## src/sv/lpg_pkg.sv

```systemverilog
`timescale 1ns / 1ps
`default_nettype none

package lpg_pkg;

  localparam int unsigned IDX_W      = 7;
  localparam int unsigned COLOR_W    = 8;
  localparam int unsigned RATE_W     = 16;
  localparam int unsigned CEIL_W     = 8;
  localparam int unsigned CFG_IDX_W  = 3;
  localparam int unsigned CFG_DATA_W = 16;
  localparam int unsigned FC_W       = 32;
  localparam int unsigned NUM_WAVES  = 3;

  localparam int unsigned WAVE_A    = 0;
  localparam int unsigned WAVE_B    = 1;
  localparam int unsigned WAVE_FADE = 2;

  typedef enum logic [CFG_IDX_W-1:0] {
    REG_PHASE_RATE_A = 3'd0,
    REG_PHASE_RATE_B = 3'd1,
    REG_FADE_RATE    = 3'd2,
    REG_FADE_CEILING = 3'd3
  } lpg_reg_e;

  localparam logic [RATE_W-1:0] RST_PHASE_RATE_A = 16'd3;
  localparam logic [RATE_W-1:0] RST_PHASE_RATE_B = 16'd7;
  localparam logic [RATE_W-1:0] RST_FADE_RATE    = 16'd7;
  localparam logic [CEIL_W-1:0] RST_FADE_CEILING = 8'd220;

  localparam logic [7:0] PHASE_LO  = 8'd192;
  localparam logic [7:0] PHASE_HI  = 8'd64;
  localparam logic [7:0] COS_OFS   = 8'd64;
  localparam logic [7:0] SECTOR_1  = 8'd85;
  localparam logic [7:0] SECTOR_2  = 8'd170;
  localparam logic [7:0] DIM_FLOOR = 8'd2;
  localparam logic [7:0] SINE_MID  = 8'd128;

  localparam logic [7:0] SINE_SEG [8] = '{
    8'd0, 8'd49, 8'd49, 8'd41, 8'd90, 8'd27, 8'd117, 8'd10
  };

  typedef struct packed {
    logic [RATE_W-1:0] phase_rate_a;
    logic [RATE_W-1:0] phase_rate_b;
    logic [RATE_W-1:0] fade_rate;
    logic [CEIL_W-1:0] fade_ceiling;
  } lpg_cfg_t;

  typedef enum logic [2:0] {
    ST_IDLE,
    ST_SINE,
    ST_SCALE,
    ST_SQUARE,
    ST_CUBE,
    ST_COLOR
  } lpg_state_e;

  typedef struct packed {
    logic load;
    logic sine;
    logic scale;
    logic square;
    logic cube;
    logic color;
  } lpg_cmd_t;

  typedef struct packed {
    logic out_free;
  } lpg_sts_t;

  function automatic logic [7:0] wave_sin(input logic [7:0] theta);
    logic [5:0]  off;
    logic [4:0]  frac;
    logic [1:0]  sect;
    logic [7:0]  base;
    logic [7:0]  slope;
    logic [12:0] prod;
    logic [7:0]  y;
    off   = theta[6] ? ~theta[5:0] : theta[5:0];
    frac  = {1'b0, off[3:0]} + {4'b0, theta[6]};
    sect  = off[5:4];
    base  = SINE_SEG[{sect, 1'b0}];
    slope = SINE_SEG[{sect, 1'b1}];
    prod  = 13'(slope) * 13'(frac);
    y     = prod[11:4] + base;
    if (theta[7]) begin
      y = 8'd0 - y;
    end
    return y + SINE_MID;
  endfunction

  function automatic logic [7:0] mul_scale(input logic [7:0] v, input logic [7:0] s);
    logic [16:0] p;
    p = 17'(v) * (17'(s) + 17'd1);
    return p[15:8];
  endfunction

endpackage

`default_nettype wire

```

## src/sv/lpg_in_if.sv

```systemverilog
`timescale 1ns / 1ps
`default_nettype none

interface lpg_in_if;
  logic                      valid;
  logic                      ready;
  logic [lpg_pkg::IDX_W-1:0] led_index;
  logic                      frame_last;

  modport source (output valid, output led_index, output frame_last, input ready);
  modport sink   (input valid, input led_index, input frame_last, output ready);
endinterface

`default_nettype wire

```

## src/sv/lpg_out_if.sv

```systemverilog
`timescale 1ns / 1ps
`default_nettype none

interface lpg_out_if;
  logic                        valid;
  logic                        ready;
  logic [lpg_pkg::COLOR_W-1:0] red;
  logic [lpg_pkg::COLOR_W-1:0] green;
  logic [lpg_pkg::COLOR_W-1:0] blue;
  logic                        frame_done;

  modport source (output valid, output red, output green, output blue, output frame_done,
                  input ready);
  modport sink   (input valid, input red, input green, input blue, input frame_done,
                  output ready);
endinterface

`default_nettype wire

```

## src/sv/lpg_cfg.sv

```systemverilog
`timescale 1ns / 1ps
`default_nettype none

module lpg_cfg (
  input  wire logic                         clk_i,
  input  wire logic                         rst_ni,
  input  wire logic                         cfg_we_i,
  input  wire logic [lpg_pkg::CFG_IDX_W-1:0]  cfg_index_i,
  input  wire logic [lpg_pkg::CFG_DATA_W-1:0] cfg_data_i,
  output lpg_pkg::lpg_cfg_t                 cfg_o
);
  import lpg_pkg::*;

  lpg_cfg_t cfg_q, cfg_d;

  always_comb begin
    cfg_d = cfg_q;
    if (cfg_we_i) begin
      case (cfg_index_i)
        REG_PHASE_RATE_A: cfg_d.phase_rate_a = cfg_data_i[RATE_W-1:0];
        REG_PHASE_RATE_B: cfg_d.phase_rate_b = cfg_data_i[RATE_W-1:0];
        REG_FADE_RATE:    cfg_d.fade_rate    = cfg_data_i[RATE_W-1:0];
        REG_FADE_CEILING: cfg_d.fade_ceiling = cfg_data_i[CEIL_W-1:0];
        default:          cfg_d = cfg_q;
      endcase
    end
  end

  always_ff @(posedge clk_i or negedge rst_ni) begin
    if (!rst_ni) begin
      cfg_q.phase_rate_a <= RST_PHASE_RATE_A;
      cfg_q.phase_rate_b <= RST_PHASE_RATE_B;
      cfg_q.fade_rate    <= RST_FADE_RATE;
      cfg_q.fade_ceiling <= RST_FADE_CEILING;
    end else begin
      cfg_q <= cfg_d;
    end
  end

  assign cfg_o = cfg_q;

endmodule

`default_nettype wire

```

## src/sv/lpg_datapath.sv

```systemverilog
`timescale 1ns / 1ps
`default_nettype none

module lpg_datapath (
  input  wire logic                        clk_i,
  input  wire logic                        rst_ni,
  input  wire lpg_pkg::lpg_cfg_t           cfg_i,
  input  wire lpg_pkg::lpg_cmd_t           cmd_i,
  output lpg_pkg::lpg_sts_t                sts_o,
  input  wire logic [lpg_pkg::IDX_W-1:0]   led_index_i,
  input  wire logic                        frame_last_i,
  input  wire logic                        out_ready_i,
  output logic                             out_valid_o,
  output logic [lpg_pkg::COLOR_W-1:0]      red_o,
  output logic [lpg_pkg::COLOR_W-1:0]      green_o,
  output logic [lpg_pkg::COLOR_W-1:0]      blue_o,
  output logic                             frame_done_o
);
  import lpg_pkg::*;

  logic [FC_W-1:0]   fc_q, fc_d;
  logic [IDX_W-1:0]  idx_q;
  logic              last_q;
  logic [FC_W-1:0]   prod_q [NUM_WAVES];
  logic [7:0]        sine_q [NUM_WAVES];
  logic [7:0]        ph_a_q, ph_b_q, fade_q;
  logic [7:0]        tri_q, sq_q, cos_q, ci_q;
  logic [7:0]        red_q, green_q, blue_q;
  logic              done_q;
  logic              out_valid_q, out_valid_d;

  logic [RATE_W-1:0] rate     [NUM_WAVES];
  logic [RATE_W-1:0] bpm      [NUM_WAVES];
  logic [FC_W-1:0]   prod_d   [NUM_WAVES];
  logic [FC_W-1:0]   beat_acc [NUM_WAVES];
  logic [7:0]        sine_d   [NUM_WAVES];

  logic [7:0]  x, xf, tri_d, cu;
  logic [15:0] sq3, cu2, ease_raw;
  logic [7:0]  ease, ci_d, bright, p, p3, r_w, g_w, b_w;

  assign rate[WAVE_A]    = cfg_i.phase_rate_a;
  assign rate[WAVE_B]    = cfg_i.phase_rate_b;
  assign rate[WAVE_FADE] = cfg_i.fade_rate;

  always_comb begin
    for (int i = 0; i < NUM_WAVES; i++) begin
      bpm[i]      = (rate[i][RATE_W-1:8] == '0) ? {rate[i][7:0], 8'h00} : rate[i];
      prod_d[i]   = fc_q * {16'b0, bpm[i]};
      // times 280 = 256 + 16 + 8
      beat_acc[i] = (prod_q[i] << 8) + (prod_q[i] << 4) + (prod_q[i] << 3);
      sine_d[i]   = wave_sin(beat_acc[i][FC_W-1:FC_W-8]);
    end
  end

  always_comb begin
    x        = {idx_q, 1'b0} + ph_a_q;
    xf       = x[7] ? ~x : x;
    tri_d    = {xf[6:0], 1'b0};
    cu       = mul_scale(sq_q, tri_q);
    sq3      = {8'b0, sq_q} + {7'b0, sq_q, 1'b0};
    cu2      = {7'b0, cu, 1'b0};
    ease_raw = sq3 - cu2;
    ease     = ease_raw[8] ? 8'hFF : ease_raw[7:0];
    ci_d     = {1'b0, ease[7:1]} + {1'b0, cos_q[7:1]};
  end

  always_comb begin
    bright = (ci_q > fade_q) ? (ci_q - fade_q) : 8'd0;
    p      = ~ci_q;
    r_w    = '0;
    g_w    = '0;
    b_w    = '0;
    if (p < SECTOR_1) begin
      p3  = {p[6:0], 1'b0} + p;
      r_w = 8'hFF - p3;
      b_w = p3;
    end else if (p < SECTOR_2) begin
      p3  = {p[6:0], 1'b0} + p - {SECTOR_1[6:0], 1'b0} - SECTOR_1;
      g_w = p3;
      b_w = 8'hFF - p3;
    end else begin
      p3  = {p[6:0], 1'b0} + p - {SECTOR_2[6:0], 1'b0} - SECTOR_2;
      r_w = p3;
      g_w = 8'hFF - p3;
    end
  end

  always_comb begin
    fc_d        = fc_q;
    out_valid_d = out_valid_q;
    if (out_ready_i) begin
      out_valid_d = 1'b0;
    end
    if (cmd_i.color) begin
      out_valid_d = 1'b1;
      if (last_q) begin
        fc_d = fc_q + 32'd1;
      end
    end
  end

  always_ff @(posedge clk_i or negedge rst_ni) begin
    if (!rst_ni) begin
      fc_q        <= '0;
      out_valid_q <= 1'b0;
    end else begin
      fc_q        <= fc_d;
      out_valid_q <= out_valid_d;
    end
  end

  always_ff @(posedge clk_i) begin
    if (cmd_i.load) begin
      idx_q  <= led_index_i;
      last_q <= frame_last_i;
      for (int i = 0; i < NUM_WAVES; i++) begin
        prod_q[i] <= prod_d[i];
      end
    end
    if (cmd_i.sine) begin
      for (int i = 0; i < NUM_WAVES; i++) begin
        sine_q[i] <= sine_d[i];
      end
    end
    if (cmd_i.scale) begin
      ph_a_q <= PHASE_LO + mul_scale(sine_q[WAVE_A], PHASE_HI - PHASE_LO);
      ph_b_q <= PHASE_LO + mul_scale(sine_q[WAVE_B], PHASE_HI - PHASE_LO);
      fade_q <= mul_scale(sine_q[WAVE_FADE], cfg_i.fade_ceiling);
    end
    if (cmd_i.square) begin
      tri_q <= tri_d;
      sq_q  <= mul_scale(tri_d, tri_d);
      cos_q <= wave_sin({1'b0, idx_q} + ph_b_q + COS_OFS);
    end
    if (cmd_i.cube) begin
      ci_q <= ci_d;
    end
    if (cmd_i.color) begin
      red_q   <= r_w;
      green_q <= (g_w > bright) ? (g_w - bright) : DIM_FLOOR;
      blue_q  <= (b_w > bright) ? (b_w - bright) : DIM_FLOOR;
      done_q  <= last_q;
    end
  end

  assign sts_o.out_free = !out_valid_q || out_ready_i;
  assign out_valid_o    = out_valid_q;
  assign red_o          = red_q;
  assign green_o        = green_q;
  assign blue_o         = blue_q;
  assign frame_done_o   = done_q;

  a_fc_only_on_last: assert property (@(posedge clk_i) disable iff (!rst_ni)
    (fc_q != $past(fc_q)) |-> ($past(cmd_i.color) && $past(last_q)))
    else $error("frame counter moved without a last-of-frame result");

  a_no_overwrite: assert property (@(posedge clk_i) disable iff (!rst_ni)
    (out_valid_q && !out_ready_i) |-> !cmd_i.color)
    else $error("held result overwritten");

  a_valid_from_color: assert property (@(posedge clk_i) disable iff (!rst_ni)
    $rose(out_valid_q) |-> $past(cmd_i.color))
    else $error("result valid without a color step");

endmodule

`default_nettype wire

```

## src/sv/lpg_ctrl.sv

```systemverilog
`timescale 1ns / 1ps
`default_nettype none

module lpg_ctrl (
  input  wire logic              clk_i,
  input  wire logic              rst_ni,
  input  wire logic              in_valid_i,
  output logic                   in_ready_o,
  input  wire lpg_pkg::lpg_sts_t sts_i,
  output lpg_pkg::lpg_cmd_t      cmd_o
);
  import lpg_pkg::*;

  lpg_state_e state_q, state_d;

  always_ff @(posedge clk_i or negedge rst_ni) begin
    if (!rst_ni) begin
      state_q <= ST_IDLE;
    end else begin
      state_q <= state_d;
    end
  end

  always_comb begin
    state_d    = state_q;
    cmd_o      = '0;
    in_ready_o = 1'b0;
    case (state_q)
      ST_IDLE: begin
        in_ready_o = 1'b1;
        if (in_valid_i) begin
          cmd_o.load = 1'b1;
          state_d    = ST_SINE;
        end
      end
      ST_SINE: begin
        cmd_o.sine = 1'b1;
        state_d    = ST_SCALE;
      end
      ST_SCALE: begin
        cmd_o.scale = 1'b1;
        state_d     = ST_SQUARE;
      end
      ST_SQUARE: begin
        cmd_o.square = 1'b1;
        state_d      = ST_CUBE;
      end
      ST_CUBE: begin
        cmd_o.cube = 1'b1;
        state_d    = ST_COLOR;
      end
      ST_COLOR: begin
        if (sts_i.out_free) begin
          cmd_o.color = 1'b1;
          state_d     = ST_IDLE;
        end
      end
      default: begin
        state_d = ST_IDLE;
      end
    endcase
  end

  a_cmd_onehot: assert property (@(posedge clk_i) disable iff (!rst_ni)
    $onehot0(cmd_o))
    else $error("more than one datapath step at once");

  a_accept_starts: assert property (@(posedge clk_i) disable iff (!rst_ni)
    (in_valid_i && in_ready_o) |=> (state_q == ST_SINE))
    else $error("transfer did not start the sequence");

  a_color_needs_room: assert property (@(posedge clk_i) disable iff (!rst_ni)
    cmd_o.color |-> sts_i.out_free)
    else $error("color step issued while output is held");

endmodule

`default_nettype wire

```

## src/sv/led_plasma_pattern_generator_top.sv

```systemverilog
// Plasma LED pattern generator.
// Input channel (in_i): one LED index per transfer, with frame_last marking
// the last LED of a frame. Output channel (out_o): one RGB color per input
// transfer, in order, with frame_done copying frame_last.
// Configuration: cfg_we_i writes cfg_data_i into register cfg_index_i
// (0 phase_rate_a, 1 phase_rate_b, 2 fade_rate, 3 fade_ceiling); other
// indexes are ignored. Write only while no item is in flight.
// Sequencing: each item runs the beat product, sine, scaling, square, cube
// and color wheel steps one after another under the sequencer; a new item
// is taken only once the color step of the previous one has been issued.
// The 32-bit frame counter advances when the last-of-frame result is loaded.
// Reset: frame counter cleared, registers back to 3, 7, 7 and 220, output
// empty. A stalled receiver holds the result in the output register; the
// next item is still taken and waits before its color step until the
// register drains.
`timescale 1ns / 1ps
`default_nettype none

module led_plasma_pattern_generator_top (
  input  wire logic                           clk_i,
  input  wire logic                           rst_ni,
  input  wire logic                           cfg_we_i,
  input  wire logic [lpg_pkg::CFG_IDX_W-1:0]  cfg_index_i,
  input  wire logic [lpg_pkg::CFG_DATA_W-1:0] cfg_data_i,
  lpg_in_if.sink                              in_i,
  lpg_out_if.source                           out_o
);
  import lpg_pkg::*;

  lpg_cfg_t cfg;
  lpg_cmd_t cmd;
  lpg_sts_t sts;
  logic     in_ready;

  lpg_cfg u_cfg (
    .clk_i       (clk_i),
    .rst_ni      (rst_ni),
    .cfg_we_i    (cfg_we_i),
    .cfg_index_i (cfg_index_i),
    .cfg_data_i  (cfg_data_i),
    .cfg_o       (cfg)
  );

  lpg_ctrl u_ctrl (
    .clk_i      (clk_i),
    .rst_ni     (rst_ni),
    .in_valid_i (in_i.valid),
    .in_ready_o (in_ready),
    .sts_i      (sts),
    .cmd_o      (cmd)
  );

  lpg_datapath u_datapath (
    .clk_i        (clk_i),
    .rst_ni       (rst_ni),
    .cfg_i        (cfg),
    .cmd_i        (cmd),
    .sts_o        (sts),
    .led_index_i  (in_i.led_index),
    .frame_last_i (in_i.frame_last),
    .out_ready_i  (out_o.ready),
    .out_valid_o  (out_o.valid),
    .red_o        (out_o.red),
    .green_o      (out_o.green),
    .blue_o       (out_o.blue),
    .frame_done_o (out_o.frame_done)
  );

  assign in_i.ready = in_ready;

endmodule

`default_nettype wire

```

## src/flat_wrapper.sv

```systemverilog
// flat-port wrapper written by rule: the top's interface ports become plain ports
module led_plasma_pattern_generator_top_flat import lpg_pkg::*;
  (clk_i, rst_ni, cfg_we_i, cfg_index_i, cfg_data_i, in_i_valid, in_i_led_index, in_i_frame_last, in_i_ready, out_o_valid, out_o_red, out_o_green, out_o_blue, out_o_frame_done, out_o_ready);
  lpg_in_if in_i_i ();
  lpg_out_if out_o_i ();
  input  wire logic clk_i;
  input  wire logic rst_ni;
  input  wire logic cfg_we_i;
  input  wire logic [lpg_pkg::CFG_IDX_W-1:0] cfg_index_i;
  input  wire logic [lpg_pkg::CFG_DATA_W-1:0] cfg_data_i;
  input wire logic [$bits(in_i_i.valid)-1:0] in_i_valid;
  input wire logic [$bits(in_i_i.led_index)-1:0] in_i_led_index;
  input wire logic [$bits(in_i_i.frame_last)-1:0] in_i_frame_last;
  output wire logic [$bits(in_i_i.ready)-1:0] in_i_ready;
  output wire logic [$bits(out_o_i.valid)-1:0] out_o_valid;
  output wire logic [$bits(out_o_i.red)-1:0] out_o_red;
  output wire logic [$bits(out_o_i.green)-1:0] out_o_green;
  output wire logic [$bits(out_o_i.blue)-1:0] out_o_blue;
  output wire logic [$bits(out_o_i.frame_done)-1:0] out_o_frame_done;
  input wire logic [$bits(out_o_i.ready)-1:0] out_o_ready;
  assign in_i_i.valid = in_i_valid;
  assign in_i_i.led_index = in_i_led_index;
  assign in_i_i.frame_last = in_i_frame_last;
  assign in_i_ready = in_i_i.ready;
  assign out_o_valid = out_o_i.valid;
  assign out_o_red = out_o_i.red;
  assign out_o_green = out_o_i.green;
  assign out_o_blue = out_o_i.blue;
  assign out_o_frame_done = out_o_i.frame_done;
  assign out_o_i.ready = out_o_ready;
  led_plasma_pattern_generator_top u_core (.clk_i(clk_i), .rst_ni(rst_ni), .cfg_we_i(cfg_we_i), .cfg_index_i(cfg_index_i), .cfg_data_i(cfg_data_i), .in_i(in_i_i), .out_o(out_o_i));
endmodule
```

## config.mk

```make
export PLATFORM = sky130hd
export DESIGN_NAME = led_plasma_pattern_generator_top_flat
export DESIGN_NICKNAME = d
export VERILOG_FILES = /design/src/sv/lpg_pkg.sv /design/src/sv/lpg_in_if.sv /design/src/sv/lpg_out_if.sv /design/src/sv/lpg_cfg.sv /design/src/sv/lpg_datapath.sv /design/src/sv/lpg_ctrl.sv /design/src/sv/led_plasma_pattern_generator_top.sv /design/src/flat_wrapper.sv
export SDC_FILE = /design/constraint.sdc
export NUM_CORES = 2
export LEC_CHECK = 0
export ABC_AREA = 1
export BUFFER_PORTS_ARGS = -buffer_cell sky130_fd_sc_hd__clkbuf_2
export CAP_MARGIN = 20
export CORE_AREA = 2 2 514 261
export DETAILED_ROUTE_END_ITERATION = 10
export DIE_AREA = 0 0 516 263
export GPL_TIMING_DRIVEN = 0
export PLACE_DENSITY = 0.71
export SLEW_MARGIN = 10
export SYNTH_ARGS = -nofsm -noshare
export SYNTH_HDL_FRONTEND = slang
export SYNTH_SLANG_ARGS = --single-unit
```

## constraint.sdc

```tcl
create_clock -name clk_i -period 14.1 [get_ports clk_i]
set_clock_uncertainty 0.2 [all_clocks]
set_input_delay 1.41 -clock clk_i [delete_from_list [all_inputs] [get_ports clk_i]]
set_output_delay 1.41 -clock clk_i [all_outputs]
set_load 0.01 [all_outputs]
```

==> results.cfg <==
[synthesis]
synthCells = 7229
yosysTopAreaCell = fa_1
yosysTopAreaCellShare_pct = 33.9
syn_nets = 8817
ys_top_cells_by_count = nand2_1, inv_1, fa_1
yosysSeqAreaShare_pct = 13.9
synth-simple-area-share_pct = 18.9
netlist_top_cells_area = fa_1, ha_1, nand2_1
synth_area_um2 = 58700
ys.flop_type = edfxtp_1
yosys.cell_types.count = 61
synth_edf_count = 198
yosys_warnings = 0
synth_seq_cells = 287
yosys.area_share.adder_pct = 45.9
async_flop_share_pct = 31.0
yosys.cell_count.top_type = nand2_1
synth_compound_gate_area_share_pct = 5.41
synth_mux_area_share_pct = 0
synth_top_family_by_area = adder cells
synth_area_per_cell_um2 = 8.13
synth-xor-area-share_pct = 4.71

[cts]
cts_root_buf = clkbuf_16
cts-htree-levels = 2
holdBufCountCts = 0
clockBufferDepth = 3
clk_transition_reported_paths_ps = 70
clk_latency_ps = 600
cts_made_buffers = 38
postCtsSetupRepairBufs = 0
clock_sinks = 287
tritoncts = built
cts-resized-gates = 0

[critical_path]
critPathSlowestCell = nor2_1
path_class = flip-flop to flip-flop
cp_max_fo = 10
cp-start-kind = flip-flop
crit_required_ps = 14190
reg2reg_from = u_core.u_cfg.cfg_o[48]$_DFFE_PN0P_
path_cells = inv_1 > nand3_1 > nor2_2 > buf_4 > nor2_1 > clkbuf_1 > nand2_1 > fa_1 > inv_1 > fa_1 > inv_1 > fa_1 > fa_1 > fa_1 > inv_1 > fa_1 > ha_1 > nand2_1 > nor4_1 > nand4_1 > nand3_1 > nand2_1 > o211ai_1 > xor2_1
cp-endpoint = u_core.u_datapath.prod_q[0][24]$_DFFE_PP_
reg2reg_depth = 24
startpoint = u_core.u_cfg.cfg_o[48]$_DFFE_PN0P_
r2r_slack_ps = 5770
cpMostUsedCell = fa_1
max_stage_delay_ps = 820
arrival_ps = 8430
r2r_end = u_core.u_datapath.prod_q[0][24]$_DFFE_PP_
endpoint_kind = flip-flop

[sta]
min_period_over_period_pct = 59.1
period_needed_ps = 8330
hold_viol = 0
hold_ws_ps = 296
worst_pin_slew_ps = 1240
setup_viol = 0
fmax_ghz = 0.120
final_max_slew_viol_count = 0
rsz0062_at_grt = false
slew_headroom_pct = 17.4
fin_tns_setup_ps = 0

[route]
vias_per_cell = 5.20
num_vias = 47600
wl_um = 159000
drtIter0Drc = 3770
ant_nets = 0
first_pass_iters = 6
wl_per_cell_um = 17.4
drc = 0

[floorplan]
start_util_pct = 44.9
die_area_um2 = 136000
rows = 94
die_h_um = 263
io_pins = 59
core_area_um2 = 131000
die_w_um = 516

[grt]
grt_max_degree = 90
grt_pass1_wl_um = 257000
overflow = 0
grt_pass1_vias = 47800
grtUsageTotal_pct = 23.9
antenna_found_initial = 5

[worst_hold_path]
min_from = u_core.u_cfg.cfg_o[31]$_DFFE_PN0P_
min_path_type = flip-flop to flip-flop

[final_layout]
fin_cells = 9149
design_area_um2 = 62800
layout.nets = 8936
syn2layout_area_growth_pct = 6.86
drive_gt1_share_pct = 3.08

[outcome]
status = finished, final reports clean

[placement]
dp_cells = 9080
io_buffers = 58
dpl-instance-area_um2 = 61400
hpwlAfterDp_um = 134000
globalplace.congestion = 1.04

[flow_run]
maxCapViolCount = 0
-- critical path: cells and delay by family, from the launching register on --
| kind | cells | cell delay, ps |
|---|---|---|
| and+or+nand+nor | 9 | 2370 |
| buffers and inverters | 6 | 970 |
| xor gates and xnor gates | 1 | 480 |
| DFF | 1 | 400 |
| adders and majority gates | 7 | 3440 |
| AOI/OAI and AO/OA | 1 | 160 |
-- area by class of cell --
class / instances / area [um^2]
tap: 1776 / 2220
antenna: 1 / 2.50
sequential: 287 / 8190
fill: 12600 / 68000
inverter: 1544 / 5800
clock inverter: 24 / 304
clock buffer: 40 / 980
timing repair buffer: 79 / 498
buffer: 201 / 771
multi-input combinational: 5197 / 44000
-- per-layer routing --
metal | part of all wire (%) | track usage (%) | routed length, um
met5 | 0.013 | 0 | 20
met4 | 4.2 | 8.99 | 6740
met3 | 10 | 6.33 | 16500
met2 | 44 | 37.1 | 69300
met1 | 42 | 32.1 | 66200
-- stage by stage --
| step | util, % | setup slack [ps] |
|---|---|---|
| after floorplan | - | 2740 |
| after global placement | 46.8 | -1820 |
| after detailed placement | 47.0 | 5820 |
| after CTS | 48.0 | 5780 |
| after global routing | 48.0 | 5390 |
| final | 48.0 | 5770 |
-- cell families (layout without fill, tap and decap cells) --
| kind of cell | count (synthesis) | after routing |
|---|---|---|
| XOR/XNOR | 314 | 314 |
| flip-flops | 287 | 287 |
| buffers and inverters | 1745 | 1888 |
| other | 0 | 1 |
| AND/OR/NAND/NOR | 2751 | 2751 |
| AO/OA/AOI/OAI | 576 | 576 |
| adder cells (fa/ha/maj) | 1556 | 1556 |
-- placed cells by master (no fill, tap or decap), types with 10 or more instances in the layout --
cell,n
a21o_1,25
a21oi_1,280
a31oi_1,11
buf_2,13
buf_4,11
clkbuf_1,188
clkbuf_16,39
clkbuf_2,58
clkinv_1,22
dfrtp_1,76
dfstp_2,13
edfxtp_1,198
fa_1,995
ha_1,561
inv_1,1516
nand2_1,1663
nand3_1,187
nand3b_1,13
nand4_1,44
nor2_1,709
nor2_2,10
nor3_1,50
nor4_1,12
o21a_1,10
o21ai_0,167
o21ai_1,13
o21bai_1,23
or2_2,14
xnor2_1,83
xor2_1,229
-- worst min path at each step --
stage,cells after the start,end
final,2,u_core.u_cfg.cfg_o[31]$_DFFE_PN0P_
after global routing,2,u_core.u_cfg.cfg_o[31]$_DFFE_PN0P_
after CTS,2,u_core.u_cfg.cfg_o[31]$_DFFE_PN0P_
after detailed placement,2,u_core.u_cfg.cfg_o[31]$_DFFE_PN0P_
after global placement,2,u_core.u_cfg.cfg_o[15]$_DFFE_PN0P_
after floorplan,2,u_core.u_cfg.cfg_o[15]$_DFFE_PN0P_
-- flip-flops by register name, summed over array words and instances, names as in the netlist, 3 cells and up --
| register | cells |
|---|---|
| u_core.u_datapath.ph_a_q | 8 |
| u_core.u_datapath.fc_q | 29 |
| u_core.u_datapath.tri_q | 7 |
| u_core.u_datapath.green_o | 8 |
| u_core.u_datapath.cos_q | 7 |
| u_core.u_datapath.sq_q | 8 |
| u_core.u_datapath.prod_q | 87 |
| u_core.u_datapath.ci_q | 8 |
| u_core.u_datapath.fade_q | 8 |
| u_core.u_ctrl.state_q | 3 |
| u_core.u_datapath.red_o | 8 |
| u_core.u_cfg.cfg_o | 56 |
| u_core.u_datapath.sine_q | 24 |
| u_core.u_datapath.ph_b_q | 8 |
| u_core.u_datapath.idx_q | 7 |
| u_core.u_datapath.blue_o | 8 |
Power is left out: the tool's default activity adds up to more than one toggle a clock period on the data nets, which glitch-free logic cannot reach.
